**src/design/thst_pkg.sv**
```systemverilog
// Shared types, codes and constants for the token hash slot tracker.
// No dependencies; imported by token_hash_slot_tracker.
package thst_pkg;

  // Default number of table slots, and the largest modulus ever used.
  localparam int TableDepthDefault = 256;
  localparam int SlotLimit         = 256;

  // Shortest word that is hashed.
  localparam int MinWord = 3;

  // Widest dividend reaching the remainder unit: remainder * 10 + 9 < 4096.
  localparam int DivSteps = 12;

  localparam int CfgW = 9;

  typedef enum logic [1:0] {
    CLS_NONE   = 2'd0,
    CLS_LETTER = 2'd1,
    CLS_DIGIT  = 2'd2
  } class_e;

  typedef enum logic [1:0] {
    KIND_WORD    = 2'd0,
    KIND_INTEGER = 2'd1,
    KIND_MIX_ERR = 2'd2
  } kind_e;

  typedef struct packed {
    logic [7:0] char_byte;
    logic       end_of_file;
  } in_item_t;

  typedef struct packed {
    logic [7:0] slot_index;
    kind_e      token_kind;
    logic       slot_was_occupied;
  } out_item_t;

  function automatic class_e classify(input logic [7:0] b);
    class_e c;
    c = CLS_NONE;
    if ((b >= 8'h41 && b <= 8'h5A) || (b >= 8'h61 && b <= 8'h7A)) begin
      c = CLS_LETTER;
    end else if (b >= 8'h30 && b <= 8'h39) begin
      c = CLS_DIGIT;
    end
    return c;
  endfunction

endpackage

```
**src/design/token_hash_slot_tracker.sv**
```systemverilog
// Token hash slot tracker: tokeniser, running modulo hash and slot occupancy.
// Depends on thst_pkg for payload structs, class and kind codes.
//
// Usage
//   Input channel in_valid_i / in_stall_o / in_data_i carries one text byte per
//   transaction, with an end-of-file flag. Output channel out_valid_o /
//   out_stall_i / out_data_o carries at most one result per input byte: the
//   slot a finished token hashes to, its kind, and whether the slot was taken.
//   cfg_we_i / cfg_wdata_i write the table size (modulus); write it only while
//   the block is idle. Zero acts as one, values above the slot count as the
//   slot count.
// Timing
//   A letter or digit runs the shared restoring remainder unit, one dividend bit
//   per cycle, and holds the block until it is done. A delimiter closing a hashed
//   token runs the same unit, then the emit state loads the output register once
//   it is free. A letter-digit mix goes straight to the emit state. Other bytes,
//   and every byte after a letter-digit error, leave the sequencer idle.
//   in_stall_o is high whenever the sequencer is busy.
// Reset and back-pressure
//   Reset clears the token, the halt flag and every occupancy bit, and sets
//   the table size to 256. A result that waits on out_stall_i holds the output
//   register; the block keeps taking bytes until a second result is ready,
//   which then waits in the sequencer. A letter-digit mix emits an error
//   result and halts the block (bytes are taken and dropped) until reset.
module token_hash_slot_tracker
  import thst_pkg::*;
#(
  parameter int TABLE_DEPTH = TableDepthDefault
) (
  input  logic            clk_i,
  input  logic            rst_ni,
  input  logic            cfg_we_i,
  input  logic [CfgW-1:0] cfg_wdata_i,
  input  logic            in_valid_i,
  output logic            in_stall_o,
  input  in_item_t        in_data_i,
  output logic            out_valid_o,
  input  logic            out_stall_i,
  output out_item_t       out_data_o
);

  localparam int SlotCnt = (TABLE_DEPTH < SlotLimit) ? TABLE_DEPTH : SlotLimit;
  localparam int IdxW    = (SlotCnt > 1) ? $clog2(SlotCnt) : 1;
  localparam int CntW    = $clog2(DivSteps);
  localparam logic [CfgW-1:0] ModCap = CfgW'(SlotCnt);
  localparam logic [CntW-1:0] LastStep = CntW'(DivSteps - 1);
  localparam logic [1:0] MinWordCnt = 2'(MinWord);

  typedef enum logic [2:0] {
    ST_IDLE = 3'b001,
    ST_DIV  = 3'b010,
    ST_EMIT = 3'b100
  } state_e;

  state_e              state_q, state_d;
  logic [CfgW-1:0]     table_size_q;
  logic [CfgW-1:0]     mod_q, mod_d, mod_now;
  class_e              prev_class_q, prev_class_d;
  logic [1:0]          letter_cnt_q, letter_cnt_d;
  logic [7:0]          rr_q, rr_d;
  logic                halted_q, halted_d;
  logic                hash_op_q, hash_op_d;   // remainder feeds a result, not the token
  logic                eof_q, eof_d;
  logic                err_q, err_d;
  kind_e               kind_q, kind_d;
  logic [CntW-1:0]     cnt_q, cnt_d;
  logic [DivSteps-1:0] dvd_q, dvd_d;
  logic [CfgW-1:0]     rem_q, rem_d;
  logic [7:0]          slot_q, slot_d;
  logic [SlotCnt-1:0]  occ_q, occ_d;
  logic                out_valid_q, out_valid_d;
  out_item_t           out_data_q, out_data_d;

  logic                in_fire;
  class_e              cls;
  logic [CfgW:0]       shifted;
  logic [CfgW:0]       diff;
  logic                out_free;

  assign in_stall_o = (state_q != ST_IDLE);
  assign in_fire    = in_valid_i && !in_stall_o;
  assign out_free   = !out_valid_q || !out_stall_i;
  assign cls        = classify(in_data_i.char_byte);

  always_comb begin
    mod_now = table_size_q;
    if (table_size_q == '0) begin
      mod_now = CfgW'(1);
    end else if (table_size_q > ModCap) begin
      mod_now = ModCap;
    end
  end

  // One restoring step: bring in the next dividend bit, subtract if it fits.
  assign shifted = {rem_q, dvd_q[DivSteps-1]};
  assign diff    = shifted - {1'b0, mod_q};

  always_comb begin
    state_d      = state_q;
    mod_d        = mod_q;
    prev_class_d = prev_class_q;
    letter_cnt_d = letter_cnt_q;
    rr_d         = rr_q;
    halted_d     = halted_q;
    hash_op_d    = hash_op_q;
    eof_d        = eof_q;
    err_d        = err_q;
    kind_d       = kind_q;
    cnt_d        = cnt_q;
    dvd_d        = dvd_q;
    rem_d        = rem_q;
    slot_d       = slot_q;
    occ_d        = occ_q;
    out_valid_d  = out_valid_q && out_stall_i;
    out_data_d   = out_data_q;

    unique case (state_q)
      ST_IDLE: begin
        if (in_fire && !halted_q) begin
          mod_d = mod_now;
          eof_d = in_data_i.end_of_file;
          cnt_d = '0;
          rem_d = '0;
          if (cls != CLS_NONE && prev_class_q != CLS_NONE && prev_class_q != cls) begin
            halted_d     = 1'b1;
            err_d        = 1'b1;
            prev_class_d = CLS_NONE;
            letter_cnt_d = '0;
            rr_d         = '0;
            state_d      = ST_EMIT;
          end else if (cls == CLS_LETTER) begin
            dvd_d     = DivSteps'({1'b0, rr_q} + {1'b0, in_data_i.char_byte});
            hash_op_d = 1'b0;
            if (letter_cnt_q != MinWordCnt) begin
              letter_cnt_d = letter_cnt_q + 2'd1;
            end
            prev_class_d = CLS_LETTER;
            if (in_data_i.end_of_file) begin
              prev_class_d = CLS_NONE;
              letter_cnt_d = '0;
            end
            state_d = ST_DIV;
          end else if (cls == CLS_DIGIT) begin
            // remainder * 10 as two shifts, plus the digit value
            dvd_d = DivSteps'({rr_q, 3'b000}) + DivSteps'({rr_q, 1'b0})
                  + DivSteps'(in_data_i.char_byte[3:0]);
            hash_op_d    = 1'b0;
            prev_class_d = in_data_i.end_of_file ? CLS_NONE : CLS_DIGIT;
            letter_cnt_d = '0;
            state_d      = ST_DIV;
          end else begin
            if (prev_class_q == CLS_DIGIT ||
                (prev_class_q == CLS_LETTER && letter_cnt_q == MinWordCnt)) begin
              dvd_d     = DivSteps'(rr_q);
              hash_op_d = 1'b1;
              err_d     = 1'b0;
              kind_d    = (prev_class_q == CLS_DIGIT) ? KIND_INTEGER : KIND_WORD;
              state_d   = ST_DIV;
            end
            prev_class_d = CLS_NONE;
            letter_cnt_d = '0;
            rr_d         = '0;
          end
        end
      end
      ST_DIV: begin
        rem_d = diff[CfgW] ? shifted[CfgW-1:0] : diff[CfgW-1:0];
        dvd_d = {dvd_q[DivSteps-2:0], 1'b0};
        cnt_d = cnt_q + CntW'(1);
        if (cnt_q == LastStep) begin
          if (hash_op_q) begin
            slot_d  = rem_d[7:0];
            state_d = ST_EMIT;
          end else begin
            rr_d    = eof_q ? 8'd0 : rem_d[7:0];
            state_d = ST_IDLE;
          end
        end
      end
      ST_EMIT: begin
        // wait for the output register to drain
        if (out_free) begin
          out_valid_d = 1'b1;
          if (err_q) begin
            out_data_d.slot_index        = '0;
            out_data_d.token_kind        = KIND_MIX_ERR;
            out_data_d.slot_was_occupied = 1'b0;
          end else begin
            out_data_d.slot_index        = slot_q;
            out_data_d.token_kind        = kind_q;
            out_data_d.slot_was_occupied = occ_q[slot_q[IdxW-1:0]];
            occ_d[slot_q[IdxW-1:0]]      = 1'b1;
          end
          state_d = ST_IDLE;
        end
      end
      default: state_d = ST_IDLE;
    endcase
  end

  always_ff @(posedge clk_i or negedge rst_ni) begin
    if (!rst_ni) begin
      state_q      <= ST_IDLE;
      table_size_q <= CfgW'(SlotLimit);
      prev_class_q <= CLS_NONE;
      letter_cnt_q <= '0;
      rr_q         <= '0;
      halted_q     <= 1'b0;
      hash_op_q    <= 1'b0;
      eof_q        <= 1'b0;
      err_q        <= 1'b0;
      cnt_q        <= '0;
      occ_q        <= '0;
      out_valid_q  <= 1'b0;
    end else begin
      state_q      <= state_d;
      if (cfg_we_i) begin
        table_size_q <= cfg_wdata_i;
      end
      prev_class_q <= prev_class_d;
      letter_cnt_q <= letter_cnt_d;
      rr_q         <= rr_d;
      halted_q     <= halted_d;
      hash_op_q    <= hash_op_d;
      eof_q        <= eof_d;
      err_q        <= err_d;
      cnt_q        <= cnt_d;
      occ_q        <= occ_d;
      out_valid_q  <= out_valid_d;
    end
  end

  always_ff @(posedge clk_i) begin
    mod_q      <= mod_d;
    kind_q     <= kind_d;
    dvd_q      <= dvd_d;
    rem_q      <= rem_d;
    slot_q     <= slot_d;
    out_data_q <= out_data_d;
  end

  assign out_valid_o = out_valid_q;
  assign out_data_o  = out_data_q;

  // A new result is only ever loaded from the emit state.
  assert property (@(posedge clk_i) disable iff (!rst_ni)
    $rose(out_valid_q) |-> $past(state_q == ST_EMIT))
    else $error("result loaded outside emit state");

  // Only reset releases the halt.
  assert property (@(posedge clk_i) disable iff (!rst_ni)
    halted_q |=> halted_q)
    else $error("halt released without reset");

  // An error result implies the block is halted.
  assert property (@(posedge clk_i) disable iff (!rst_ni)
    (out_valid_q && out_data_q.token_kind == KIND_MIX_ERR) |-> halted_q)
    else $error("error result while not halted");

  // The partial remainder stays below the modulus throughout a reduction.
  assert property (@(posedge clk_i) disable iff (!rst_ni)
    (state_q == ST_DIV && cnt_q != '0) |-> (rem_q < mod_q))
    else $error("partial remainder out of range");

  // A hashed slot always lies inside the table.
  assert property (@(posedge clk_i) disable iff (!rst_ni)
    (state_q == ST_EMIT && !err_q) |-> ({1'b0, slot_q} < ModCap))
    else $error("slot beyond table");

endmodule
```
**config.mk**
```make
export PLATFORM = sky130hd
export DESIGN_NAME = token_hash_slot_tracker
export DESIGN_NICKNAME = d
export VERILOG_FILES = /design/src/design/thst_pkg.sv /design/src/design/token_hash_slot_tracker.sv
export SDC_FILE = /design/constraint.sdc
export NUM_CORES = 1
export LEC_CHECK = 0
export BUFFER_PORTS_ARGS = -buffer_cell sky130_fd_sc_hd__buf_2
export CAP_MARGIN = 30
export CORE_ASPECT_RATIO = 1.25
export CORE_UTILIZATION = 63
export CTS_CLUSTER_SIZE = 14
export DETAILED_ROUTE_END_ITERATION = 8
export GPL_TIMING_DRIVEN = 0
export PLACE_DENSITY = 0.8
export SLEW_MARGIN = 20
export SYNTH_ARGS = -nofsm -noshare
export SYNTH_HDL_FRONTEND = slang
export SYNTH_SLANG_ARGS = --single-unit
export TNS_END_PERCENT = 50
```
**constraint.sdc**
```tcl
create_clock -name clk_i -period 3.16 [get_ports clk_i]
set_input_delay 0.632 -clock clk_i [delete_from_list [all_inputs] [get_ports clk_i]]
set_output_delay 0.632 -clock clk_i [all_outputs]
set_load 0.01 [all_outputs]
```
Word level (Yosys, flattened, before mapping)
Cells that the tools add are included.
Storage, ports and cells
  input bits: 23
  output and inout port bits: 13
  flip-flop bits (word level): 340
Cells by class
  add/subtract/negate cells: 6
  order comparisons: 9
  bitwise logic cells: 5
  reduce and logical (&&, ||, !) cells: 37
  mux-type cells: 54
  equality and inequality tests: 24
Operators with widths (count)
  $or A256 B256 Y256: 1
  $mux W12: 5
  $mux W8: 7
  $mux W9: 3
  $mux W3: 8
  $pmux W12 S2: 1
  $mux W2: 10
  $pmux W9 S2: 1
  $ge A8 B7 Y1 const B: 2
  $le A8 B7 Y1 const B: 2
  $ne A2 B2 Y1 const B: 8
  $pmux W8 S2: 1
  $mux W1: 13
  $add A11 B9 Y12: 1
  $add A12 B4 Y12: 1
  $reduce_and A3 Y1: 4
  $reduce_and A4 Y1: 3
  $reduce_and A6 Y1: 2
  $logic_and A1 B1 Y1: 10
  $sub A10 B9 Y10: 1
  $add A8 B8 Y9: 1
  $gt A9 B9 Y1 const B: 1
  $logic_not A9 Y1: 1
  $lt A8 B9 Y1 const B: 1
  other kinds (30): 47

Logic depth before layout (Yosys ltp)
Gate-level depths: netlist of run 1.
  depth in word-level cells: 10
  depth in mapped cells: 12

Worst setup path after synthesis of run 1
Ideal clock, no wire load.
  path kind: input to register
  start point: input port in_data_i[4] (netlist bit)
  end point: register dvd_q[9], data pin
  setup slack: 0.212 ns
  setup time: 0.256 ns
  cell stages on the path: 11
  data arrival time: 2.692 ns
  cells stage by stage: inv_1 -> fa_1 -> inv_1 -> ha_1 -> a21o_1 -> a21oi_1 -> o21bai_1 -> a21oi_1 -> o21ai_0 -> xor2_1 -> a22o_1
Between the ends
  longest elaborated chain between the ends: 10
Ends and longest elaborated chain
  start: declaration: line token_hash_slot_tracker.sv:36  | input in_item_t in_data_i,
  $ge A8 B6 Y1, or another cell as far along: line thst_pkg.sv:45  | end else if (b >= 8'h30 && b <= 8'h39) begin
  $logic_and A1 B1 Y1, on equally long branches: line thst_pkg.sv:45, thst_pkg.sv:43
  $mux W2 or $logic_or A1 B1 Y1 (tied branches): line thst_pkg.sv:45, thst_pkg.sv:43
  $mux W2: line thst_pkg.sv:43  | if ((b >= 8'h41 && b <= 8'h5A) || (b >= 8'h61 && b <= 8'h7A)) begin
  $eq A2 B2 Y1: line token_hash_slot_tracker.sv:143  | end else if (cls == CLS_DIGIT) begin
  $mux W12: line token_hash_slot_tracker.sv:143
  $mux W12 (*): line token_hash_slot_tracker.sv:131  | end else if (cls == CLS_LETTER) begin
  $mux W12 (*): line token_hash_slot_tracker.sv:124  | if (cls != CLS_NONE && prev_class_q != CLS_NONE && prev_class_q != cls) begin
  $mux W12 (*): line token_hash_slot_tracker.sv:119  | if (in_fire && !halted_q) begin
  $pmux W12 S2 (*): line token_hash_slot_tracker.sv:117  | unique case (state_q)
  via dvd_d[9]: line token_hash_slot_tracker.sv:67  | logic [DivSteps-1:0] dvd_q, dvd_d;
  end signal: assignment: line token_hash_slot_tracker.sv:236  | dvd_q <= dvd_d;
  end: declaration: line token_hash_slot_tracker.sv:67
Mark *: on every way through the listed nets, which the timed path passes. The rest lies on a longest branch. The select of a mux whose other input is x is not followed.
A chain may end at the register's enable or synchronous reset.

Worst setup path after layout of run 1
  start point: register state_q[1]
  end point: register occ_q[150]
Between the ends
  longest elaborated chain between the ends: 2
Ends and longest elaborated chain
  start: declaration: line token_hash_slot_tracker.sv:55  | state_e state_q, state_d;
  start signal: assignment: line token_hash_slot_tracker.sv:216  | state_q <= state_d;
  $eq A3 B3 Y1: line token_hash_slot_tracker.sv:117
  $reduce_and A3 Y1 (no source line)
  end signal: assignment: line token_hash_slot_tracker.sv:213  | occ_q <= '0;
  end signal: assignment: line token_hash_slot_tracker.sv:228  | occ_q <= occ_d;
  end: declaration: line token_hash_slot_tracker.sv:70  | logic [SlotCnt-1:0] occ_q, occ_d;
No other way between the ends.

==> metrics.txt, run 1 <==
# TYPE chip_impl_metric gauge
chip_impl_metric{name="regToRegSetupSlack",unit="ns"} 0.07
chip_impl_metric{name="number_of_violations_of_the_max_capacitance_limit",unit=""} 0
chip_impl_metric{name="routedWlPerCell",unit="µm"} 23.4
chip_impl_metric{name="final_layout_size_suffix_gt1_share",unit="%"} 15.8
chip_impl_metric{name="synthArstFlopShare",unit="%"} 85.3
chip_impl_metric{name="final.min_clock_period",unit="ns"} 3.09
chip_impl_info{name="hold_class",value="in -> async"} 1
chip_impl_metric{name="route.detailed.drc",unit=""} 0
chip_impl_metric{name="htree_num_levels",unit=""} 2
chip_impl_info{name="cts_tree",value="built"} 1
chip_impl_metric{name="vdd.ir_drop.worst",unit="mV"} 0.797
chip_impl_metric{name="register_area",unit="µm²"} 8740
chip_impl_metric{name="slew_viol_final",unit=""} 0
chip_impl_metric{name="viasPerCell",unit=""} 6.57
chip_impl_metric{name="synthesis.area",unit="µm²"} 15600
chip_impl_metric{name="fin_worst_skew",unit="ns"} 0.0127
chip_impl_metric{name="cts.clk_slew.worst_paths",unit="ns"} 0.06
chip_impl_metric{name="cp_num_buf_inv",unit=""} 2
chip_impl_metric{name="initial_core_util",unit="%"} 63.8
chip_impl_info{name="cp-startpoint",value="state_q[1]$_DFFE_PN0P_"} 1
chip_impl_metric{name="worstPathMaxFanout",unit=""} 12
chip_impl_info{name="synthTopCellsByArea",value="sky130_fd_sc_hd__dfrtp_1 46%, sky130_fd_sc_hd__edfxtp_1 9.6%, sky130_fd_sc_hd__mux4_2 8.2%"} 1
chip_impl_metric{name="worstMarginPinSlew",unit="ns"} 0.943
chip_impl_metric{name="die_h",unit="µm"} 178
chip_impl_metric{name="yosys.area_share.simple",unit="%"} 7.63
chip_impl_info{name="setup_repair_after_global_routing_missed_its_margin",value="true"} 1
chip_impl_metric{name="power_switching",unit="mW"} 3.04
chip_impl_info{name="r2r-start",value="state_q[1]$_DFFE_PN0P_"} 1
chip_impl_metric{name="detailedRoute.firstIterationViolations",unit=""} 1055
chip_impl_metric{name="finish.instance_area",unit="µm²"} 17500
chip_impl_metric{name="design.core.area",unit="µm²"} 24400
chip_impl_metric{name="power_leakage",unit="nW"} 8.89
chip_impl_metric{name="total_area_of_multi_input_combinational_cells",unit="µm²"} 6450
chip_impl_info{name="critical_path.cell_chain",value="nand3b_1 -> a21oi_4 -> nand2b_1 -> inv_1 -> nand3_1 -> nor2_1 -> clkbuf_1 -> a21o_1"} 1
chip_impl_metric{name="num-nets-final",unit=""} 1384
chip_impl_info{name="startpoint_type",value="register"} 1
chip_impl_metric{name="max-slew-margin-rel",unit="%"} 36.9
chip_impl_metric{name="cts_buffer_depth",unit=""} 3
chip_impl_metric{name="die_x",unit="µm"} 143
chip_impl_metric{name="routed_wl",unit="µm"} 39100
chip_impl_metric{name="xor_xnor_share_of_the_synthesized_area",unit="%"} 1.07
chip_impl_info{name="run_status",value="finished clean"} 1
chip_impl_metric{name="port_buffers",unit=""} 34
chip_impl_metric{name="clock_latency_late_sink",unit="ns"} 0.52
chip_impl_info{name="synth_top_family_by_area",value="compound AO/OA/AOI/OAI gates"} 1
chip_impl_metric{name="gpl.final_weighted_congestion",unit=""} 0.936
chip_impl_info{name="netlist.top_cell.by_area",value="sky130_fd_sc_hd__dfrtp_1"} 1
chip_impl_metric{name="die-area",unit="µm²"} 25400
chip_impl_metric{name="switching_share",unit="%"} 27.5
chip_impl_metric{name="netlist-cell-type-count",unit=""} 60
chip_impl_metric{name="achievable-frequency",unit="MHz"} 324
chip_impl_metric{name="rows",unit=""} 64
chip_impl_metric{name="critical_path_arrival",unit="ns"} 3.53
chip_impl_metric{name="p_clk_share",unit="%"} 36.8
chip_impl_metric{name="routed_via_count",unit=""} 11000
chip_impl_metric{name="intPower",unit="mW"} 8.00
chip_impl_metric{name="synth.ff_latch_count",unit=""} 339
chip_impl_metric{name="final-instance-count-excl-fill",unit=""} 1675
chip_impl_metric{name="p_total",unit="mW"} 11.0
chip_impl_info{name="worstSetupEndpoint",value="occ_q[150]$_DFFE_PN0P_"} 1
chip_impl_info{name="synth-main-ff-cell",value="sky130_fd_sc_hd__dfrtp_1"} 1
chip_impl_metric{name="placed_area",unit="µm²"} 16300
chip_impl_metric{name="number_of_standard_cells_after_synthesis",unit=""} 1243
chip_impl_info{name="clk_root_buffer_cell",value="sky130_fd_sc_hd__clkbuf_16"} 1
chip_impl_metric{name="maximum_number_of_pins_on_one_net_before_global_route_repair",unit=""} 103
chip_impl_metric{name="gr-total-overflow",unit=""} 0
chip_impl_metric{name="cp_slowest_stage_delay",unit="ns"} 0.57
chip_impl_metric{name="number_of_gates_on_the_worst_path_with_buffers_counted",unit=""} 8
chip_impl_metric{name="design.portCount",unit=""} 36
chip_impl_metric{name="critical_path_required",unit="ns"} 3.60
chip_impl_metric{name="synth_nets",unit=""} 1306
chip_impl_metric{name="finalHoldViolCount",unit=""} 0
chip_impl_metric{name="r2r.worst_path.cells",unit=""} 8
chip_impl_metric{name="synth_enable_flop_cells",unit=""} 50
chip_impl_info{name="setup.worst_path.end_class",value="register"} 1
chip_impl_metric{name="comb_power_share",unit="%"} 17.8
chip_impl_metric{name="power_density_over_the_cells",unit="nW/µm²"} 631
chip_impl_metric{name="area_fraction_in_compound_gates_after_synthesis",unit="%"} 18.9
chip_impl_metric{name="cts_inserted_buffers",unit=""} 34
chip_impl_metric{name="first_pass_grt_wire_length",unit="µm"} 62400
chip_impl_metric{name="synth.yosys.warnings",unit=""} 0
chip_impl_metric{name="synth_top_area_share",unit="%"} 46.1
chip_impl_info{name="timing.setup.critical_path_class",value="reg -> reg"} 1
chip_impl_metric{name="synth-seq-area-share",unit="%"} 56.0
chip_impl_metric{name="final_min_period_over_clock_period",unit="%"} 97.7
chip_impl_metric{name="detailedPlacementHpwl",unit="µm"} 26900
chip_impl_info{name="worstReg2RegEnd",value="occ_q[150]$_DFFE_PN0P_"} 1
chip_impl_metric{name="synthMuxAreaShare",unit="%"} 9.97
chip_impl_metric{name="drtPass1Iterations",unit=""} 8
chip_impl_metric{name="final_antenna_net_count",unit=""} 0
chip_impl_metric{name="setup_violations",unit=""} 0
chip_impl_metric{name="number_of_clock_sinks",unit=""} 339
chip_impl_metric{name="fill_cells",unit=""} 1673
chip_impl_metric{name="syn-mean-instance-area",unit="µm²"} 12.5
chip_impl_info{name="crit_slowest_cell",value="sky130_fd_sc_hd__nor2_1"} 1
chip_impl_metric{name="areaGrowthSynthToFinish",unit="%"} 12.2
chip_impl_metric{name="cts_post_setup_buffers_inserted",unit=""} 0
chip_impl_metric{name="setup_total_negative_slack",unit="ns"} 0
chip_impl_metric{name="vias_in_the_first_global_route",unit=""} 11216
chip_impl_metric{name="place_inst",unit=""} 1614
chip_impl_metric{name="post_synth_fa_ha_maj_area_fraction",unit="%"} 3.40
chip_impl_metric{name="seq_power_share",unit="%"} 45.4
chip_impl_metric{name="grt_antenna_before_repair",unit=""} 0
chip_impl_metric{name="grt_util_all_layers",unit="%"} 32.6
chip_impl_info{name="path_delay_family",value="simple AND/OR/NAND/NOR gates"} 1
chip_impl_metric{name="antenna_cells_inserted",unit=""} 0
-- area by class of cell --
type / count / share of cell area, %
sequential: 339 / 49.9
multi-input combinational: 794 / 36.9
clock buffer: 50 / 5.61
tap: 330 / 2.36
buffer: 61 / 1.69
timing repair buffer: 42 / 1.67
inverter: 49 / 1.07
clock inverter: 10 / 0.758
-- power by group through the flow --
stage               clock network [mW]  registers [mW]  logic [mW]
floorplan                            0            5.02        1.38
global placement                     0            5.09        1.79
detailed placement                   0            5.09        1.87
CTS                               4.10            5.01        1.90
global route                      4.27            5.04        2.20
finish                            4.06            5.02        1.97
-- worst min path at each step --
stage                                       from                     end  slack, ns  depth (start not counted)
after floorplan                           rst_ni    cnt_q[0]$_DFFE_PN0P_       0.34                          0
after global placement      occ_q[1]$_DFFE_PN0P_    occ_q[1]$_DFFE_PN0P_       0.43                          1
after detailed placement  occ_q[129]$_DFFE_PN0P_  occ_q[129]$_DFFE_PN0P_       0.44                          1
after CTS                                 rst_ni  occ_q[202]$_DFFE_PN0P_       0.17                          2
after global routing                      rst_ni  occ_q[204]$_DFFE_PN0P_       0.20                          2
final                                     rst_ni  occ_q[207]$_DFFE_PN0P_       0.16                          2
-- through the flow --
step	setup WS (ns)	util (%)	hold WS [ns]
floorplan	0.212	-	0.336
detailed placement	-0.255	66.8	0.437
finish	0.0714	71.6	0.159
CTS	0.0109	71.4	0.173
global route	-0.121	71.6	0.195
global placement	-3.67	66.2	0.431
-- Yosys cell counts, types with 15 or more instances --
| cell | n |
|---|---|
| sky130_fd_sc_hd__mux4_2 | 57 |
| sky130_fd_sc_hd__clkbuf_1 | 34 |
| sky130_fd_sc_hd__dfrtp_1 | 287 |
| sky130_fd_sc_hd__a22oi_1 | 15 |
| sky130_fd_sc_hd__nand3_1 | 23 |
| sky130_fd_sc_hd__nor2b_1 | 27 |
| sky130_fd_sc_hd__nor3_1 | 19 |
| sky130_fd_sc_hd__a21o_1 | 136 |
| sky130_fd_sc_hd__mux2_2 | 16 |
| sky130_fd_sc_hd__inv_1 | 48 |
| sky130_fd_sc_hd__o21ai_0 | 25 |
| sky130_fd_sc_hd__nand2_1 | 70 |
| sky130_fd_sc_hd__a21oi_1 | 29 |
| sky130_fd_sc_hd__ha_1 | 36 |
| sky130_fd_sc_hd__edfxtp_1 | 50 |
| sky130_fd_sc_hd__nor2_1 | 60 |
| sky130_fd_sc_hd__buf_2 | 15 |
| sky130_fd_sc_hd__o21bai_1 | 131 |
-- state kept, by name, indices dropped and copies added, names as in the netlist --
signal and cells:
occ_q 256, dvd_q 12, out_data_o 11, mod_q 9
rem_q 9, table_size_q 9, rr_q 8, slot_q 8
cnt_q 4, state_q 3, letter_cnt_q 2, prev_class_q 2
eof_q 1, err_q 1, halted_q 1, hash_op_q 1
kind_q 1, out_valid_o 1
-- routing by layer --
metal	routed length, µm	global-route usage, %	vias up
li1	-	-	4721
met1	14900	40.8	5650
met2	19800	55.0	501
met3	2660	5.69	128
met4	1780	15.6	0
met5	0	0	-
-- cell families after synthesis --
| family | Yosys count |
|---|---|
| AOI/OAI and AO/OA | 407 |
| xor gates and xnor gates | 19 |
| adders and majority gates | 40 |
| buffers and inverters | 110 |
| DFF | 339 |
| muxes | 82 |
| and+or+nand+nor | 246 |
-- placed cells by master, fill, tap and decap left out, types with 9 or more instances in the layout --
cell type and instances:
sky130_fd_sc_hd__nand2b_1 11, sky130_fd_sc_hd__a21oi_1 28, sky130_fd_sc_hd__o21bai_1 131, sky130_fd_sc_hd__o21ai_0 24, sky130_fd_sc_hd__edfxtp_1 50, sky130_fd_sc_hd__xor2_1 9
sky130_fd_sc_hd__a211oi_1 9, sky130_fd_sc_hd__xnor2_1 10, sky130_fd_sc_hd__nor2_1 59, sky130_fd_sc_hd__mux2_2 16, sky130_fd_sc_hd__clkbuf_16 35, sky130_fd_sc_hd__and2_1 9
sky130_fd_sc_hd__mux4_2 57, sky130_fd_sc_hd__ha_1 36, sky130_fd_sc_hd__clkbuf_1 41, sky130_fd_sc_hd__nand3_1 23, sky130_fd_sc_hd__a22oi_1 15, sky130_fd_sc_hd__nor3_1 14
sky130_fd_sc_hd__nand2_1 70, sky130_fd_sc_hd__inv_1 47, sky130_fd_sc_hd__buf_2 48, sky130_fd_sc_hd__nor2b_1 27, sky130_fd_sc_hd__a21o_1 136, sky130_fd_sc_hd__dfrtp_1 286
sky130_fd_sc_hd__buf_4 10
-- repair_timing --
item,CTS,global route
resized for setup,3,16
endpoints found under the setup margin,96,112
cloned,0,0
hold buffers,0,0
Power figures use the tool's default switching activity.
==> run 2, diff against run 1 <==
Settings changed: RECOVER_POWER set to 25.
==> metrics.txt, run 2 (synthesized netlist as in run 1, its figures left out) <==
# TYPE chip_impl_metric gauge
chip_impl_metric{name="maximum_number_of_pins_on_one_net_before_global_route_repair",unit=""} 103
chip_impl_metric{name="routedLengthMet1",unit="µm"} 14900
chip_impl_metric{name="finish.instance_area",unit="µm²"} 17500
chip_impl_metric{name="holdBufCountCts",unit=""} 0
chip_impl_info{name="r2r-start",value="state_q[1]$_DFFE_PN0P_"} 1
chip_impl_info{name="cts_tree",value="built"} 1
chip_impl_metric{name="fin_worst_skew",unit="ns"} 0.0125
chip_impl_info{name="topRoutingLayerUsed",value="met4"} 1
chip_impl_metric{name="gpl.final_weighted_congestion",unit=""} 0.936
chip_impl_metric{name="setup_violations",unit=""} 0
chip_impl_metric{name="htree_num_levels",unit=""} 2
chip_impl_metric{name="first_pass_grt_wire_length",unit="µm"} 62400
chip_impl_metric{name="drtPass1Iterations",unit=""} 7
chip_impl_metric{name="design.core.area",unit="µm²"} 24400
chip_impl_metric{name="final-instance-count-excl-fill",unit=""} 1675
chip_impl_metric{name="worstMarginPinSlew",unit="ns"} 2.53
chip_impl_metric{name="cts.clk_slew.worst_paths",unit="ns"} 0.06
chip_impl_metric{name="rows",unit=""} 64
chip_impl_metric{name="met3WireLength",unit="µm"} 2620
chip_impl_metric{name="die-area",unit="µm²"} 25400
chip_impl_metric{name="number_of_violations_of_the_max_capacitance_limit",unit=""} 1
chip_impl_metric{name="final_layout_size_suffix_gt1_share",unit="%"} 15.5
chip_impl_metric{name="fill_cells",unit=""} 1679
chip_impl_info{name="final_cell_mix",value="286 x sky130_fd_sc_hd__dfrtp_1, 136 x sky130_fd_sc_hd__a21o_1, 131 x sky130_fd_sc_hd__o21bai_1"} 1
chip_impl_metric{name="num-nets-final",unit=""} 1384
chip_impl_info{name="setup_repair_after_global_routing_missed_its_margin",value="true"} 1
chip_impl_info{name="run_status",value="finished, violations left"} 1
chip_impl_metric{name="critical_path_arrival",unit="ns"} 3.53
chip_impl_metric{name="critical_path_required",unit="ns"} 3.60
chip_impl_metric{name="largest_reg_flops",unit=""} 256
chip_impl_info{name="registers.top_by_ff_count",value="occ_q"} 1
chip_impl_metric{name="initial_core_util",unit="%"} 63.8
chip_impl_info{name="hold_start",value="in_data_i[0]"} 1
chip_impl_info{name="worst_hold_path.endpoint",value="prev_class_q[1]$_DFFE_PN0P_"} 1
chip_impl_info{name="worstReg2RegEnd",value="occ_q[150]$_DFFE_PN0P_"} 1
chip_impl_metric{name="route.detailed.drc",unit=""} 1
chip_impl_info{name="timing.setup.critical_path_class",value="reg -> reg"} 1
chip_impl_metric{name="vdd.ir_drop.worst",unit="mV"} 0.797
chip_impl_metric{name="gr-total-overflow",unit=""} 0
chip_impl_metric{name="vias_in_the_first_global_route",unit=""} 11216
chip_impl_metric{name="place_inst",unit=""} 1614
chip_impl_metric{name="r2r.worst_path.cells",unit=""} 8
chip_impl_metric{name="die_x",unit="µm"} 143
chip_impl_metric{name="final_min_period_over_clock_period",unit="%"} 97.8
chip_impl_metric{name="die_h",unit="µm"} 178
chip_impl_metric{name="achievable-frequency",unit="MHz"} 324
chip_impl_info{name="startpoint_type",value="register"} 1
chip_impl_metric{name="areaGrowthSynthToFinish",unit="%"} 12.0
chip_impl_metric{name="final_antenna_net_count",unit=""} 0
chip_impl_metric{name="slew_viol_final",unit=""} 101
chip_impl_metric{name="worstHoldPathCells",unit=""} 2
chip_impl_info{name="setup.worst_path.end_class",value="register"} 1
chip_impl_metric{name="cts_buffer_depth",unit=""} 3
chip_impl_metric{name="cts_inserted_buffers",unit=""} 34
chip_impl_metric{name="routedWlPerCell",unit="µm"} 23.3
chip_impl_metric{name="detailedPlacementHpwl",unit="µm"} 26900
chip_impl_metric{name="design.portCount",unit=""} 36
chip_impl_info{name="mostFrequentLayoutCell",value="sky130_fd_sc_hd__dfrtp_1"} 1
chip_impl_metric{name="placed_area",unit="µm²"} 16300
chip_impl_metric{name="detailedRoute.firstIterationViolations",unit=""} 1053
chip_impl_metric{name="power_density_over_the_cells",unit="nW/µm²"} 632
chip_impl_metric{name="antenna_cells_inserted",unit=""} 0
chip_impl_metric{name="number_of_clock_sinks",unit=""} 339
chip_impl_metric{name="hold-worst-slack",unit="ns"} 0.342
chip_impl_info{name="violations",value="DRC, capacitance limit, slew limit"} 1
chip_impl_metric{name="port_buffers",unit=""} 34
chip_impl_metric{name="routed_wl",unit="µm"} 39100
chip_impl_metric{name="power_leakage",unit="nW"} 8.87
chip_impl_metric{name="routed_via_count",unit=""} 10988
chip_impl_info{name="hold_class",value="in -> reg"} 1
chip_impl_info{name="clk_root_buffer_cell",value="sky130_fd_sc_hd__clkbuf_16"} 1
chip_impl_metric{name="wl_met2",unit="µm"} 19800
chip_impl_metric{name="finalHoldViolCount",unit=""} 0
chip_impl_metric{name="grt_util_all_layers",unit="%"} 32.6
chip_impl_metric{name="clock_latency_late_sink",unit="ns"} 0.52
chip_impl_metric{name="max-slew-margin-rel",unit="%"} -68.9
chip_impl_metric{name="grt_antenna_before_repair",unit=""} 0
chip_impl_metric{name="regToRegSetupSlack",unit="ns"} 0.07
chip_impl_metric{name="final.min_clock_period",unit="ns"} 3.09
chip_impl_metric{name="viasPerCell",unit=""} 6.56
chip_impl_metric{name="worstPathMaxFanout",unit=""} 12
run 2: cell count changes in the layout (fill, tap and decap cells not counted):
cell | previous run | this run
sky130_fd_sc_hd__buf_16 | 3 | 1
sky130_fd_sc_hd__buf_8 | 1 | 0
sky130_fd_sc_hd__clkdlybuf4s25_1 | 0 | 1
sky130_fd_sc_hd__dfstp_1 | 0 | 2
sky130_fd_sc_hd__clkbuf_2 | 5 | 6
sky130_fd_sc_hd__dfstp_2 | 2 | 0
sky130_fd_sc_hd__buf_12 | 0 | 1
run 2: metrics by stage:
step,total power [mW],worst slack [ns],setup TNS (ns),utilization (%)
2_1_floorplan,6.40,0.212,0,-
3_3_place_gp,6.88,-3.67,-1140.85,66.2
3_5_place_dp,6.96,-0.255,-15.18,66.8
4_1_cts,11.0,0.0109,0,71.4
5_1_grt,11.5,-0.121,-3.42,71.5
6_report,11.0,0.0701,0,71.5
run 2: layout make-up:
| class | instances | area [µm²] | area share [%] |
|---|---|---|---|
| buffer | 61 | 295 | 1.69 |
| clock buffer | 50 | 982 | 5.63 |
| clock inverter | 10 | 133 | 0.760 |
| inverter | 49 | 188 | 1.08 |
| multi-input combinational | 794 | 6450 | 37.0 |
| sequential | 339 | 8740 | 50.0 |
| tap | 330 | 413 | 2.37 |
| timing repair buffer | 42 | 258 | 1.48 |
run 2: repair_timing:
action	CTS	global route
endpoints found under the setup margin	96	112
setup buffers	0	0
gates resized for setup	3	16
run 2: power by group:
group	switching [mW]	total, mW	internal, mW
Sequential	0.200	5.02	4.82
Clock	1.65	4.06	2.41
Combinational	1.19	1.96	0.774
run 2: worst max-delay path, stage by stage (launching register included):
cell,delay (ns)
sky130_fd_sc_hd__dfrtp_1,0.46
sky130_fd_sc_hd__nand3b_1,0.25
sky130_fd_sc_hd__a21oi_4,0.45
sky130_fd_sc_hd__nand2b_1,0.30
sky130_fd_sc_hd__inv_1,0.18
sky130_fd_sc_hd__nand3_1,0.21
sky130_fd_sc_hd__nor2_1,0.57
sky130_fd_sc_hd__clkbuf_1,0.42
sky130_fd_sc_hd__a21o_1,0.18
run 2: per-layer routing:
metal,vias to the layer above,global-route usage [%]
met4,0,15.6
met3,121,5.69
met5,-,0
li1,4724,-
met2,501,55.0
met1,5642,40.8
run 2: worst max-delay path by stage:
stage                     slack, ns                    from                     endpoint
after floorplan                0.21            in_data_i[4]           dvd_q[9]$_DFFE_PP_
after global placement        -3.67                  rst_ni  letter_cnt_q[0]$_DFFE_PN0P_
after CTS                      0.01  state_q[1]$_DFFE_PN0P_        occ_q[26]$_DFFE_PN0P_
after detailed placement      -0.25             out_stall_i        occ_q[31]$_DFFE_PN0P_
final                          0.07  state_q[1]$_DFFE_PN0P_       occ_q[150]$_DFFE_PN0P_
after global routing          -0.12  state_q[1]$_DFFE_PN0P_        occ_q[89]$_DFFE_PN0P_
==> run 3, diff against run 2 <==
Settings changed: CELL_PAD_IN_SITES_DETAIL_PLACEMENT set to 1, CELL_PAD_IN_SITES_GLOBAL_PLACEMENT set to 2, CORE_UTILIZATION 63 to 44, PLACE_DENSITY 0.8 to not set, PLACE_DENSITY_LB_ADDON set to 0.1.
==> metrics.txt, run 3 (synthesized netlist as in run 1, its figures left out) <==
# TYPE chip_impl_metric gauge
chip_impl_metric{name="cp_slowest_stage_delay",unit="ns"} 0.38
chip_impl_info{name="registers.top_by_ff_count",value="occ_q"} 1
chip_impl_metric{name="grt_util_all_layers",unit="%"} 26.6
chip_impl_metric{name="achievable-frequency",unit="MHz"} 328
chip_impl_metric{name="rows",unit=""} 76
chip_impl_metric{name="r2r.worst_path.cells",unit=""} 10
chip_impl_metric{name="viasPerCell",unit=""} 5.83
chip_impl_metric{name="cts_buffer_depth",unit=""} 3
chip_impl_info{name="hold_class",value="in -> reg"} 1
chip_impl_metric{name="final_antenna_net_count",unit=""} 0
chip_impl_metric{name="maximum_number_of_pins_on_one_net_before_global_route_repair",unit=""} 92
chip_impl_metric{name="routedWlPerCell",unit="µm"} 24.9
chip_impl_metric{name="number_of_clock_sinks",unit=""} 339
chip_impl_metric{name="htree_num_levels",unit=""} 2
chip_impl_metric{name="routed_wl",unit="µm"} 45300
chip_impl_metric{name="route.detailed.drc",unit=""} 0
chip_impl_info{name="critical_path.most_common_cell",value="sky130_fd_sc_hd__a311oi_1"} 1
chip_impl_info{name="critical_path.cell_chain",value="buf_4 -> buf_6 -> mux4_2 -> a31oi_2 -> o21ai_0 -> a211o_1 -> a311oi_1 -> nor4_1 -> a311oi_1 -> a211oi_1"} 1
chip_impl_metric{name="worstHoldPathCells",unit=""} 3
chip_impl_info{name="setup_repair_after_global_routing_missed_its_margin",value="true"} 1
chip_impl_info{name="run_status",value="finished, violations left"} 1
chip_impl_metric{name="setup_violations",unit=""} 0
chip_impl_info{name="timing.setup.critical_path_class",value="reg -> reg"} 1
chip_impl_metric{name="final_min_period_over_clock_period",unit="%"} 96.5
chip_impl_metric{name="final_layout_size_suffix_gt1_share",unit="%"} 17.3
chip_impl_metric{name="die-area",unit="µm²"} 36200
chip_impl_metric{name="clock_latency_late_sink",unit="ns"} 0.54
chip_impl_metric{name="p_total",unit="mW"} 11.4
chip_impl_metric{name="die_x",unit="µm"} 170
chip_impl_metric{name="detailedRoute.firstIterationViolations",unit=""} 666
chip_impl_info{name="crit_slowest_cell",value="sky130_fd_sc_hd__mux4_2"} 1
chip_impl_info{name="startpoint_type",value="register"} 1
chip_impl_metric{name="slew_viol_final",unit=""} 23
chip_impl_info{name="r2r-start",value="slot_q[0]$_DFFE_PP_"} 1
chip_impl_metric{name="regToRegSetupSlack",unit="ns"} 0.11
chip_impl_metric{name="fin_worst_skew",unit="ns"} 0.0190
chip_impl_metric{name="areaGrowthSynthToFinish",unit="%"} 14.9
chip_impl_metric{name="routedLengthMet1",unit="µm"} 18900
chip_impl_metric{name="max-slew-margin-rel",unit="%"} -2.78
chip_impl_metric{name="final.min_clock_period",unit="ns"} 3.05
chip_impl_info{name="worstReg2RegEnd",value="out_data_o[0]$_SDFFCE_PP0P_"} 1
chip_impl_info{name="worst_hold_path.endpoint",value="table_size_q[8]$_DFFE_PN1P_"} 1
chip_impl_metric{name="routed_via_count",unit=""} 10620
chip_impl_info{name="clk_root_buffer_cell",value="sky130_fd_sc_hd__clkbuf_16"} 1
chip_impl_metric{name="largest_reg_flops",unit=""} 256
chip_impl_metric{name="cp_num_buf_inv",unit=""} 2
chip_impl_metric{name="die_h",unit="µm"} 212
chip_impl_metric{name="antenna_cells_inserted",unit=""} 0
chip_impl_metric{name="gr-total-overflow",unit=""} 0
chip_impl_metric{name="cts.clk_slew.worst_paths",unit="ns"} 0.06
chip_impl_metric{name="design.portCount",unit=""} 36
chip_impl_info{name="path_delay_family",value="compound AO/OA/AOI/OAI gates"} 1
chip_impl_metric{name="worstMarginPinSlew",unit="ns"} 1.54
chip_impl_info{name="topRoutingLayerUsed",value="met4"} 1
chip_impl_metric{name="wl_met2",unit="µm"} 24200
chip_impl_metric{name="power_density_over_the_cells",unit="nW/µm²"} 638
chip_impl_metric{name="cts_inserted_buffers",unit=""} 37
chip_impl_info{name="mostFrequentLayoutCell",value="sky130_fd_sc_hd__dfrtp_1"} 1
chip_impl_metric{name="finalHoldViolCount",unit=""} 0
chip_impl_metric{name="setup_total_negative_slack",unit="ns"} 0
chip_impl_info{name="hold_start",value="cfg_wdata_i[8]"} 1
chip_impl_metric{name="critical_path_required",unit="ns"} 3.40
chip_impl_metric{name="met3WireLength",unit="µm"} 1180
chip_impl_info{name="setup.worst_path.end_class",value="register"} 1
chip_impl_metric{name="design.core.area",unit="µm²"} 34700
chip_impl_metric{name="initial_core_util",unit="%"} 44.9
chip_impl_metric{name="gpl.final_weighted_congestion",unit=""} 0.886
chip_impl_metric{name="worstPathMaxFanout",unit=""} 10
chip_impl_metric{name="number_of_gates_on_the_worst_path_with_buffers_counted",unit=""} 10
chip_impl_metric{name="vias_in_the_first_global_route",unit=""} 11634
chip_impl_metric{name="number_of_violations_of_the_max_capacitance_limit",unit=""} 1
chip_impl_metric{name="first_pass_grt_wire_length",unit="µm"} 71600
chip_impl_metric{name="grt_antenna_before_repair",unit=""} 0
chip_impl_metric{name="vdd.ir_drop.worst",unit="mV"} 0.539
chip_impl_metric{name="detailedPlacementHpwl",unit="µm"} 32100
chip_impl_info{name="final_cell_mix",value="285 x sky130_fd_sc_hd__dfrtp_1, 136 x sky130_fd_sc_hd__a21o_1, 131 x sky130_fd_sc_hd__o21bai_1"} 1
chip_impl_metric{name="drtPass1Iterations",unit=""} 5
chip_impl_info{name="cts_tree",value="built"} 1
chip_impl_metric{name="power_leakage",unit="nW"} 9.00
chip_impl_metric{name="critical_path_arrival",unit="ns"} 3.29
chip_impl_info{name="violations",value="capacitance limit, slew limit"} 1
chip_impl_metric{name="num-nets-final",unit=""} 1391
chip_impl_metric{name="port_buffers",unit=""} 34
==> run 3: through the flow <==
step	hold slack [ns]	instance area, µm²	worst slack (ns)	instances	utilization (%)
CTS	0.304	17900	0.0303	1823	51.4
detailed placement	0.438	16500	-0.336	1752	47.6
floorplan	0.336	15600	0.212	1243	-
finish	0.322	17900	0.111	1823	51.6
global route	0.319	17900	-0.0556	1823	51.6
global placement	0.433	16300	-4.04	1745	47.1
==> run 3: final cells by class <==
cell class / instances / area (µm²)
fillers: 3575 / 16800
flip-flops and latches: 339 / 8740
multi-input cells: 794 / 6500
clock buffers: 53 / 1060
well taps: 468 / 586
plain buffers: 61 / 345
repair buffers: 46 / 325
inverters: 49 / 188
clock inverters: 13 / 168
==> run 3: what timing repair did <==
item / CTS / global route
hold buffers: 1 / 0
setup endpoints to repair: 79 / 91
endpoints found under the hold margin: 22 / 0
setup buffers: 4 / 0
gates resized for setup: 20 / 29
pin swaps: 0 / 1
==> run 3: worst max-delay path by stage <==
stage	slack (ns)	to	from
after floorplan	0.21	dvd_q[9]$_DFFE_PP_	in_data_i[4]
after global placement	-4.04	letter_cnt_q[1]$_DFFE_PN0P_	rst_ni
after detailed placement	-0.34	dvd_q[11]$_DFFE_PP_	state_q[0]$_DFFE_PN1P_
after CTS	0.03	out_data_o[0]$_SDFFCE_PP0P_	slot_q[5]$_DFFE_PP_
after global routing	-0.06	slot_q[5]$_DFFE_PP_	rem_q[0]$_SDFFCE_PN0P_
final	0.11	out_data_o[0]$_SDFFCE_PP0P_	slot_q[0]$_DFFE_PP_
==> run 3: report_power, final <==
group          total, mW  switching [mW]  leakage, nW  internal (mW)
clock network       4.38            1.79        0.598           2.59
registers           5.02           0.199         4.47           4.82
logic               2.03            1.25         3.93          0.773
total               11.4            3.25         9.00           8.18
==> run 3: per-layer routing <==
layer | vias to the layer above | global-route usage [%]
met5 | - | 0
met4 | 0 | 7.55
met3 | 56 | 3.09
met2 | 160 | 49.1
met1 | 5667 | 32.6
li1 | 4737 | -
==> run 3: worst register-to-register path, stage by stage, from the launching register on <==
cell and delay [ns]:
sky130_fd_sc_hd__edfxtp_1 0.33, sky130_fd_sc_hd__buf_4 0.17, sky130_fd_sc_hd__buf_6 0.25, sky130_fd_sc_hd__mux4_2 0.38, sky130_fd_sc_hd__a31oi_2 0.28, sky130_fd_sc_hd__o21ai_0 0.15
sky130_fd_sc_hd__a211o_1 0.38, sky130_fd_sc_hd__a311oi_1 0.24, sky130_fd_sc_hd__nor4_1 0.10, sky130_fd_sc_hd__a311oi_1 0.34, sky130_fd_sc_hd__a211oi_1 0.13
